**config.mk**
```make
export PLATFORM = sky130hd
export DESIGN_NAME = indexed_sequence_store
export DESIGN_NICKNAME = d
export VERILOG_FILES = /design/src/rtl/iss_pkg.sv /design/src/rtl/indexed_sequence_store.sv /design/src/rtl/iss_cell.sv /design/src/rtl/iss_find.sv
export SDC_FILE = /design/constraint.sdc
export NUM_CORES = 2
export LEC_CHECK = 0
export ABC_CLOCK_PERIOD_IN_PS = 4150
export BUFFER_PORTS_ARGS = -buffer_cell sky130_fd_sc_hd__buf_2
export CAP_MARGIN = 20
export CORE_MARGIN = 2
export CORE_UTILIZATION = 45
export DETAILED_ROUTE_END_ITERATION = 8
export PLACE_DENSITY_LB_ADDON = 0.05
export SLEW_MARGIN = 0
export SYNTH_ARGS = -nofsm -noshare
export SYNTH_HDL_FRONTEND = slang
export SYNTH_HIERARCHICAL = 1
export SYNTH_SLANG_ARGS = --single-unit
```
**constraint.sdc**
```tcl
create_clock -name clk -period 4.15 [get_ports clk]
set_input_delay 0.415 -clock clk [delete_from_list [all_inputs] [get_ports clk]]
set_output_delay 0.415 -clock clk [all_outputs]
set_load 0.02 [all_outputs]
```
**src/rtl/iss_pkg.sv**
```systemverilog
// ----------------------------------------------------------------------------
// iss_pkg: shared types and constants for the indexed sequence store
// Sizes of the entry row, request and status codes, and the per-cell
// control bundle.
// ----------------------------------------------------------------------------
`timescale 1ns / 1ps
`default_nettype none

package iss_pkg;

  // Row size and widths
  localparam int CAPACITY  = 16;
  localparam int ELEM_BITS = 32;
  localparam int IDX_W     = $clog2(CAPACITY);
  localparam int CNT_W     = $clog2(CAPACITY + 1);
  localparam int POS_W     = 5;
  localparam int REQ_W     = 3;
  localparam int STAT_W    = 2;

  // Request codes
  typedef enum logic [REQ_W-1:0] {
    REQ_INSERT = 3'd0,
    REQ_REMOVE = 3'd1,
    REQ_READ   = 3'd2,
    REQ_WRITE  = 3'd3,
    REQ_FIND   = 3'd4,
    REQ_CLEAR  = 3'd5
  } iss_req_t;

  // Result status codes
  typedef enum logic [STAT_W-1:0] {
    ST_OK       = 2'd0,
    ST_RANGE    = 2'd1,
    ST_FULL     = 2'd2,
    ST_NOTFOUND = 2'd3
  } iss_status_t;

  // Per-cell update command
  typedef struct packed {
    logic load;     // take the incoming item's handle
    logic take_lo;  // take the handle of the lower neighbor (insert shift)
    logic take_hi;  // take the handle of the upper neighbor (remove shift)
  } iss_cell_ctrl_t;

endpackage

`default_nettype wire

```
**src/rtl/indexed_sequence_store.sv**
```systemverilog
// ----------------------------------------------------------------------------
// indexed_sequence_store: ordered list of handles kept in a row of cells
// Insert, remove, read, write, find and clear on a list of up to CAPACITY
// handles.
// ----------------------------------------------------------------------------
// Usage:
//   Raise start with in_req_type, in_position and in_element_in; the item is
//   taken at a rising edge where start is high and busy is low. busy stays
//   low, so a new item may be issued in every cycle.
//   Each item gives one result: out_valid is high for exactly one cycle, the
//   cycle after the item is taken, with out_status, out_element_out,
//   out_found_index and out_count (length after the item).
//   Throughput is 1 item per cycle: every cell of the row shifts, loads and
//   compares in the same cycle, and the length register and the result
//   register update at the same edge.
//   The receiver cannot stall; a result not taken in its cycle is gone.
//   Reset (rst_n low, synchronous) empties the list and drops any pending
//   result. Cell contents are not reset; a position is read only after it
//   has been written.
// ----------------------------------------------------------------------------
`timescale 1ns / 1ps
`default_nettype none

module indexed_sequence_store (
  input  logic                          clk,
  input  logic                          rst_n,
  input  logic                          start,
  output logic                          busy,
  input  logic [iss_pkg::REQ_W-1:0]     in_req_type,
  input  logic [iss_pkg::POS_W-1:0]     in_position,
  input  logic [iss_pkg::ELEM_BITS-1:0] in_element_in,
  output logic                          out_valid,
  output logic [iss_pkg::STAT_W-1:0]    out_status,
  output logic [iss_pkg::ELEM_BITS-1:0] out_element_out,
  output logic [iss_pkg::IDX_W-1:0]     out_found_index,
  output logic [iss_pkg::CNT_W-1:0]     out_count
);

  logic                          accept;
  logic [iss_pkg::CNT_W-1:0]     len_r;
  logic [iss_pkg::CNT_W-1:0]     len_nxt;
  logic                          pos_in_len;
  logic                          pos_le_len;
  logic                          full;
  logic                          do_ins;
  logic                          do_rem;
  logic                          do_wr;
  logic                          find_hit;
  logic [iss_pkg::IDX_W-1:0]     find_idx;
  logic [iss_pkg::ELEM_BITS-1:0] rd_elem;
  iss_pkg::iss_status_t          status_nxt;
  logic [iss_pkg::ELEM_BITS-1:0] data_nxt;
  logic [iss_pkg::IDX_W-1:0]     fidx_nxt;

  logic [iss_pkg::ELEM_BITS-1:0] cell_entry [iss_pkg::CAPACITY];
  logic [iss_pkg::CAPACITY-1:0]  cell_match;
  logic [iss_pkg::CAPACITY-1:0]  cell_valid;

  logic                          out_valid_r;
  iss_pkg::iss_status_t          out_status_r;
  logic [iss_pkg::ELEM_BITS-1:0] out_element_r;
  logic [iss_pkg::IDX_W-1:0]     out_found_index_r;
  logic [iss_pkg::CNT_W-1:0]     out_count_r;

  assign busy   = 1'b0;
  assign accept = start && !busy;

  assign pos_in_len = (iss_pkg::CNT_W'(in_position) < len_r) &&
                      (in_position < iss_pkg::POS_W'(iss_pkg::CAPACITY));
  assign pos_le_len = (iss_pkg::CNT_W'(in_position) <= len_r) &&
                      (in_position <= iss_pkg::POS_W'(iss_pkg::CAPACITY));
  assign full       = (len_r == iss_pkg::CNT_W'(iss_pkg::CAPACITY));
  assign rd_elem    = cell_entry[in_position[iss_pkg::IDX_W-1:0]];

  // Decode the request into cell commands, new length and result
  always_comb begin
    status_nxt = iss_pkg::ST_OK;
    data_nxt   = '0;
    fidx_nxt   = '0;
    len_nxt    = len_r;
    do_ins     = 1'b0;
    do_rem     = 1'b0;
    do_wr      = 1'b0;
    unique case (iss_pkg::iss_req_t'(in_req_type))
      iss_pkg::REQ_INSERT: begin
        if (!pos_le_len) begin
          status_nxt = iss_pkg::ST_RANGE;
        end else if (full) begin
          status_nxt = iss_pkg::ST_FULL;
        end else begin
          do_ins  = accept;
          len_nxt = len_r + iss_pkg::CNT_W'(1);
        end
      end
      iss_pkg::REQ_REMOVE: begin
        if (!pos_in_len) begin
          status_nxt = iss_pkg::ST_RANGE;
        end else begin
          data_nxt = rd_elem;
          do_rem   = accept;
          len_nxt  = len_r - iss_pkg::CNT_W'(1);
        end
      end
      iss_pkg::REQ_READ: begin
        if (!pos_in_len) begin
          status_nxt = iss_pkg::ST_RANGE;
        end else begin
          data_nxt = rd_elem;
        end
      end
      iss_pkg::REQ_WRITE: begin
        if (!pos_in_len) begin
          status_nxt = iss_pkg::ST_RANGE;
        end else begin
          do_wr = accept;
        end
      end
      iss_pkg::REQ_FIND: begin
        if (find_hit) begin
          fidx_nxt = find_idx;
        end else begin
          status_nxt = iss_pkg::ST_NOTFOUND;
        end
      end
      iss_pkg::REQ_CLEAR: begin
        len_nxt = '0;
      end
      default: begin
      end
    endcase
  end

  // Row of cells, each driven by its own slice of the command
  for (genvar i = 0; i < iss_pkg::CAPACITY; i++) begin : g_cell
    iss_pkg::iss_cell_ctrl_t       ctrl;
    logic [iss_pkg::ELEM_BITS-1:0] lo_elem;
    logic [iss_pkg::ELEM_BITS-1:0] hi_elem;
    logic                          at_pos;
    logic                          above_pos;

    assign at_pos    = (in_position == iss_pkg::POS_W'(i));
    assign above_pos = (in_position < iss_pkg::POS_W'(i));

    assign ctrl.load    = (do_ins || do_wr) && at_pos;
    assign ctrl.take_lo = do_ins && above_pos &&
                          (iss_pkg::CNT_W'(i) <= len_r);
    assign ctrl.take_hi = do_rem && (at_pos || above_pos) &&
                          (iss_pkg::CNT_W'(i + 1) < len_r);

    assign cell_valid[i] = (iss_pkg::CNT_W'(i) < len_r);

    if (i == 0) begin : g_lo_edge
      assign lo_elem = '0;
    end else begin : g_lo_link
      assign lo_elem = cell_entry[i-1];
    end

    if (i == iss_pkg::CAPACITY - 1) begin : g_hi_edge
      assign hi_elem = '0;
    end else begin : g_hi_link
      assign hi_elem = cell_entry[i+1];
    end

    iss_cell u_cell (
      .clk      (clk),
      .ctrl     (ctrl),
      .new_elem (in_element_in),
      .lo_elem  (lo_elem),
      .hi_elem  (hi_elem),
      .key      (in_element_in),
      .entry    (cell_entry[i]),
      .match    (cell_match[i])
    );
  end

  iss_find u_find (
    .match (cell_match),
    .valid (cell_valid),
    .hit   (find_hit),
    .idx   (find_idx)
  );

  // Advance the length and register the result
  always_ff @(posedge clk) begin
    if (!rst_n) begin
      len_r       <= '0;
      out_valid_r <= 1'b0;
    end else begin
      out_valid_r <= accept;
      if (accept) begin
        len_r <= len_nxt;
      end
    end
    if (accept) begin
      out_status_r      <= status_nxt;
      out_element_r     <= data_nxt;
      out_found_index_r <= fidx_nxt;
      out_count_r       <= len_nxt;
    end
  end

  assign out_valid       = out_valid_r;
  assign out_status      = out_status_r;
  assign out_element_out = out_element_r;
  assign out_found_index = out_found_index_r;
  assign out_count       = out_count_r;

`ifndef SYNTHESIS
  a_len_bound: assert property (@(posedge clk) disable iff (!rst_n)
    len_r <= iss_pkg::CNT_W'(iss_pkg::CAPACITY))
    else $error("list length above capacity");

  a_strobe_follows: assert property (@(posedge clk) disable iff (!rst_n)
    accept |=> out_valid)
    else $error("accepted item gave no result");

  a_no_spurious: assert property (@(posedge clk) disable iff (!rst_n)
    !accept |=> !out_valid)
    else $error("result without an accepted item");

  a_full_count: assert property (@(posedge clk) disable iff (!rst_n)
    out_valid && (out_status == iss_pkg::ST_FULL) |->
      (out_count == iss_pkg::CNT_W'(iss_pkg::CAPACITY)))
    else $error("full status on a list that is not full");

  a_err_zero_data: assert property (@(posedge clk) disable iff (!rst_n)
    out_valid && (out_status != iss_pkg::ST_OK) |-> (out_element_out == '0))
    else $error("failed request returned a handle");
`endif

endmodule

`default_nettype wire

```
**src/rtl/iss_cell.sv**
```systemverilog
// ----------------------------------------------------------------------------
// iss_cell: one entry of the sequence row
// Holds a handle, shifts from either neighbor or loads a new handle, and
// compares its handle against the search key.
// ----------------------------------------------------------------------------
`timescale 1ns / 1ps
`default_nettype none

module iss_cell (
  input  logic                          clk,
  input  iss_pkg::iss_cell_ctrl_t       ctrl,
  input  logic [iss_pkg::ELEM_BITS-1:0] new_elem,
  input  logic [iss_pkg::ELEM_BITS-1:0] lo_elem,
  input  logic [iss_pkg::ELEM_BITS-1:0] hi_elem,
  input  logic [iss_pkg::ELEM_BITS-1:0] key,
  output logic [iss_pkg::ELEM_BITS-1:0] entry,
  output logic                          match
);

  logic [iss_pkg::ELEM_BITS-1:0] entry_r;
  logic [iss_pkg::ELEM_BITS-1:0] entry_nxt;

  // Pick the next handle: load wins, then shifts, else hold
  always_comb begin
    entry_nxt = entry_r;
    if (ctrl.load) begin
      entry_nxt = new_elem;
    end else if (ctrl.take_lo) begin
      entry_nxt = lo_elem;
    end else if (ctrl.take_hi) begin
      entry_nxt = hi_elem;
    end
  end

  always_ff @(posedge clk) begin
    entry_r <= entry_nxt;
  end

  assign entry = entry_r;
  assign match = (entry_r == key);

endmodule

`default_nettype wire

```
**src/rtl/iss_find.sv**
```systemverilog
// ----------------------------------------------------------------------------
// iss_find: first-match encoder over the cell row
// Reports whether any valid cell matches and the lowest such position.
// ----------------------------------------------------------------------------
`timescale 1ns / 1ps
`default_nettype none

module iss_find (
  input  logic [iss_pkg::CAPACITY-1:0] match,
  input  logic [iss_pkg::CAPACITY-1:0] valid,
  output logic                         hit,
  output logic [iss_pkg::IDX_W-1:0]    idx
);

  logic [iss_pkg::CAPACITY-1:0] live;

  assign live = match & valid;
  assign hit  = |live;

  // Scan from the top so the lowest matching position wins
  always_comb begin
    idx = '0;
    for (int i = iss_pkg::CAPACITY - 1; i >= 0; i--) begin
      if (live[i]) begin
        idx = iss_pkg::IDX_W'(i);
      end
    end
  end

endmodule

`default_nettype wire
```
# After elaboration in Yosys (flattened, before gate mapping)
# Cells that the tools add are included.
# op_classes
add_sub_neg,2
n_lt_le_gt_ge,54
n_reduce_logical,125
n_eq_ne,37
shifts,0
n_bitwise,4
muxes,81
multipliers,0
n_div,0
# op_table
operator,count
32-bit two-way mux,50
32-bit == test,16
32-bit binary-select mux with 4-bit select,1
1-bit logical AND,82
3-bit nonzero test,16
"5-bit by 4-bit == test with 1-bit output, second input constant",8
"4-bit by 5-bit <= comparator with 1-bit output, first input constant",8
"4-bit by 5-bit less-than comparator with 1-bit output, first input constant",8
"5-bit by 4-bit less-than comparator with 1-bit output, second input constant",8
4-bit two-way mux,8
"5-bit by 3-bit == test with 1-bit output, second input constant",4
"3-bit by 5-bit <= comparator with 1-bit output, first input constant",4
"3-bit by 5-bit less-than comparator with 1-bit output, first input constant",4
"5-bit by 3-bit less-than comparator with 1-bit output, second input constant",4
1-bit logical OR,17
16-bit AND,1
16-bit OR reduction,1
5-bit two-way mux,3
5-bit one-hot mux with 3 select lines,1
3-bit two-way mux,4
"5-bit by 2-bit == test with 1-bit output, second input constant",2
"1-bit by 5-bit <= comparator with 1-bit output, first input constant",2
"2-bit by 5-bit <= comparator with 1-bit output, first input constant",2
"1-bit by 5-bit less-than comparator with 1-bit output, first input constant",2
29 further kinds,47
# totals
input_bits,43
n_memories,0
rom_bits,0
ff_bits,561
word_cells,328
ram_bits,0
latch_bits,0

# Depth between registers and ports, before layout
# logic_depth
word_depth,17
ltp_mapped,14

# Hierarchy
# Netlist, hierarchy kept.
# by_module_without_submodules
module,area_each_um2,seq_area_each_um2,cells_per_inst,instances
iss_cell,1984.4,960.9,183,16
indexed_sequence_store,6805.3,1411.4,528,1
iss_find,235.2,0.0,38,1

# Worst setup path after synthesis
# No wires, ideal clock.
# synth_path
path_kind,input to register
from,input in_position[0] (netlist name)
to,"register g_cell[8].u_cell.entry_r (netlist bit g_cell[8].u_cell/entry[0]), enable pin"
path_stages,12
n_path_buf,3
path_slack_ns,0.313
arrival_ns,3.447
required_time_ns,3.760
cell_sequence,buf_2 > clkbuf_1 > inv_1 > ha_1 > and3_1 > nand3_1 > o21a_1 > nor3_4 > o21ai_2 > nor4b_2 > buf_2 > or3_1
# synth_rtl
item,line,text
start: declaration,indexed_sequence_store.sv:30,"input logic [iss_pkg::POS_W-1:0] in_position,"
end signal: assignment,iss_cell.sv:36,entry_r <= entry_nxt;
end: declaration,iss_cell.sv:20,logic [iss_pkg::ELEM_BITS-1:0] entry_r;

==> impl_metrics.json <==
{
  "status": "complete, no violations",
  "whs_ps": 119,
  "comb_power_share_pct": 8.9,
  "via_per_inst": 6.04,
  "holdPathStages": 3,
  "synth-seq-area-share_pct": 43.3,
  "die-area_sq_um": 88600,
  "internal-power_mw": 9.92,
  "power_leakage_nw": 13.5,
  "core-area_sq_um": 85300,
  "fp-row-count": 107,
  "seqPwrFrac_pct": 47.2,
  "rsz0062_at_grt": "false",
  "endpoint_kind": "flop",
  "cpPeakStageDelay_ps": 560,
  "num-fill-cells": 7686,
  "multi_input_area_sq_um": 21000,
  "htreeDepth": 3,
  "wl_per_cell_um": 26.5,
  "post_route_cells_drive_above_1_share_pct": 14.3,
  "cpMaxStageDelayCell": "dfxtp_1",
  "drt-initial-drc-count": 2990,
  "slew_headroom_pct": 31.6,
  "p_clk_share_pct": 43.9,
  "grt_pass1_vias": 27834,
  "design_area_sq_um": 43300,
  "timing.rr.end": "g_cell[1].u_cell/entry[30]",
  "powerDensity_nw_per_um2": 306,
  "numCtsBuffers": 71,
  "min_period_ps": 3770,
  "synth.top_cells.by_count": "edfxtp_1 (555), nand2_1 (547), o21ai_0 (527), mux2i_1 (513), xor2_1 (512)",
  "endpoint": "g_cell[1].u_cell/entry[30]",
  "dieHeight_um": 298,
  "cts_buffer_depth": 3,
  "required_ps": 4400,
  "gp_congestion": 0.909,
  "dp_slack_ps": 245,
  "cts_num_sinks": 561,
  "grt_overflow_total": 0,
  "tritoncts": "built",
  "rrSetupSlack_ps": 380,
  "final_core_util_pct": 50.7,
  "antenna_found_initial": 16,
  "firstDrtPassIters": 8,
  "register_area_sq_um": 16800,
  "fmax_mhz": 266,
  "synth_top_cell_area_share_pct": 43.0,
  "dpl.hpwl_um": 94400,
  "place_inst": 4704,
  "place_area_sq_um": 41200,
  "grt_use_total_pct": 28.6,
  "routed_wl_um": 128000,
  "clock_latency_ps": 630,
  "path_clk_slew_ps": 60,
  "area_growth_pct": 11.5,
  "cap_violations": 0,
  "worst_clock_skew_ps": 15.9,
  "crit_start": "len_r[1]",
  "syn_inst": 3494,
  "avgSynthCellArea_sq_um": 11.1,
  "tightest_slew_ps": 1030,
  "cp-start-kind": "flop",
  "path_cells": "inv_1 -> ha_1 -> nand2b_1 -> a21oi_1 -> o21a_1 -> nor3_4 -> nand3_2 -> nor4_2 -> or3_1 -> buf_4",
  "ir_drop_mv": 0.297,
  "start_util_pct": 45.5,
  "ioPinCount": 88,
  "die_x_um": 298,
  "cp.arrival_ps": 4020,
  "nets": 3686,
  "synth-seq-cells": 561,
  "finalHoldViolCount": 0,
  "drtAntennaViolNets": 0,
  "finalCritPeriodShare_pct": 90.7,
  "r2r-start": "len_r[1]",
  "yosysMostFrequentCell": "edfxtp_1",
  "synth_area_leader_cell": "edfxtp_1",
  "grt_pass1_wl_um": 191000,
  "cts_root_buffer": "clkbuf_16",
  "synth_flop_cell": "edfxtp_1",
  "io_buffers": 86,
  "p_total_mw": 13.2,
  "instances_no_fill": 4831,
  "setup_ws_ps": 385,
  "r2r_cells": 10,
  "fin_setup_tns_ps": 0,
  "path_max_fanout": 32,
  "ys_async_sr_fraction_pct": 0,
  "grt_max_degree": 139,
  "yosys_warnings": 6,
  "criticalPathCategory": "reg2reg",
  "min_path_type": "in2reg",
  "setup_viol": 0,
  "min_from": "rst_n",
  "synth_cell_types": 60,
  "synth_area_leaders": "edfxtp_1 (43%), mux2i_1 (13%), xor2_1 (12%)",
  "swShare_pct": 25.0,
  "synth_area_sq_um": 38800,
  "drv_slew": 0,
  "switchingPower_mw": 3.30,
  "synth-edff-count": 555,
  "num_vias": 29202,
  "remaining_drc_errors": 0
}
## area by class of cell
cell class              count  share of cell area (%)
well taps                1144                    3.31
clock buffers              97                    4.43
flip-flops and latches    561                    38.8
multi-input cells        2742                    48.6
clock inverters            27                   0.382
inverters                  16                   0.139
diodes                      3                  0.0174
repair buffers            241                    4.34
## logic make-up (layout without fill, tap and decap cells)
logic type	count (synthesis)	count (layout)	share of synthesized area (%)
xor+xnor	515	515	11.6
flops	561	561	43.3
compound gates	590	590	8.03
other cells	1	69	0.00967
mux	673	673	22.5
buf+inv	256	381	3.74
fa+ha+maj	10	10	0.323
simple gates	888	888	10.5
## placed cells by master, fill, tap and decap left out, types with 7 or more instances in the layout
cell       count
conb_1        66
buf_2         83
clkinv_1      17
nand3_1       11
clkbuf_1      24
buf_12        21
mux2i_1      513
nor2_1        43
edfxtp_1     555
nor4_1       132
nand4_1       34
o21ai_0      527
clkbuf_16     73
or3_1         17
nor3_2        20
a31oi_1        7
and3_1        35
xor2_1       512
ha_1          10
inv_1         16
nand2_1      547
buf_4        135
a21oi_1       11
nor3_1        12
mux4_2       160
## repair_timing
item	in CTS	in global routing
setup buffers	0	0
resized for setup	0	1
endpoints found under the setup margin	0	32
hold buffers	0	0
## metal layers
layer	track usage, %	up-vias	part of all wire, %
met3	7.04	159	9.7
met1	44.0	14491	46
met4	8.00	4	2.9
met2	39.4	1304	41
li1	-	13244	-
met5	0	-	0.020
## registers in the layout, summed over array words and instances, names as in the netlist
| signal | cells |
|---|---|
| out_status | 2 |
| out_found_index | 4 |
| out_count | 5 |
| out_valid | 1 |
| g_cell.u_cell/entry | 512 |
| out_element_out | 32 |
| len_r | 5 |
## worst max-delay path, delay by kind of cell, from the launching register on
family / cells / cell delay (ps)
buffers and inverters: 2 / 600
adder cells (fa/ha/maj): 1 / 330
flip-flops: 1 / 560
AND/OR/NAND/NOR: 5 / 1380
AO/OA/AOI/OAI: 2 / 460
## power groups by stage
stage | Combinational [mW] | Sequential (mW) | Clock [mW]
after floorplan | 0.569 | 6.36 | 0
after global placement | 1.14 | 6.35 | 0
after detailed placement | 1.16 | 6.35 | 0
after CTS | 1.16 | 6.24 | 5.93
after global routing | 1.25 | 6.24 | 6.13
final | 1.18 | 6.24 | 5.80
## worst min-delay path by stage
| stage | end |
|---|---|
| 6_report | len_r[2] |
| 5_1_grt | len_r[3] |
| 4_1_cts | len_r[2] |
| 3_5_place_dp | len_r[3] |
| 3_3_place_gp | len_r[1] |
| 2_1_floorplan | out_count[0] |
No activity file was read; power rests on OpenSTA's default activity.
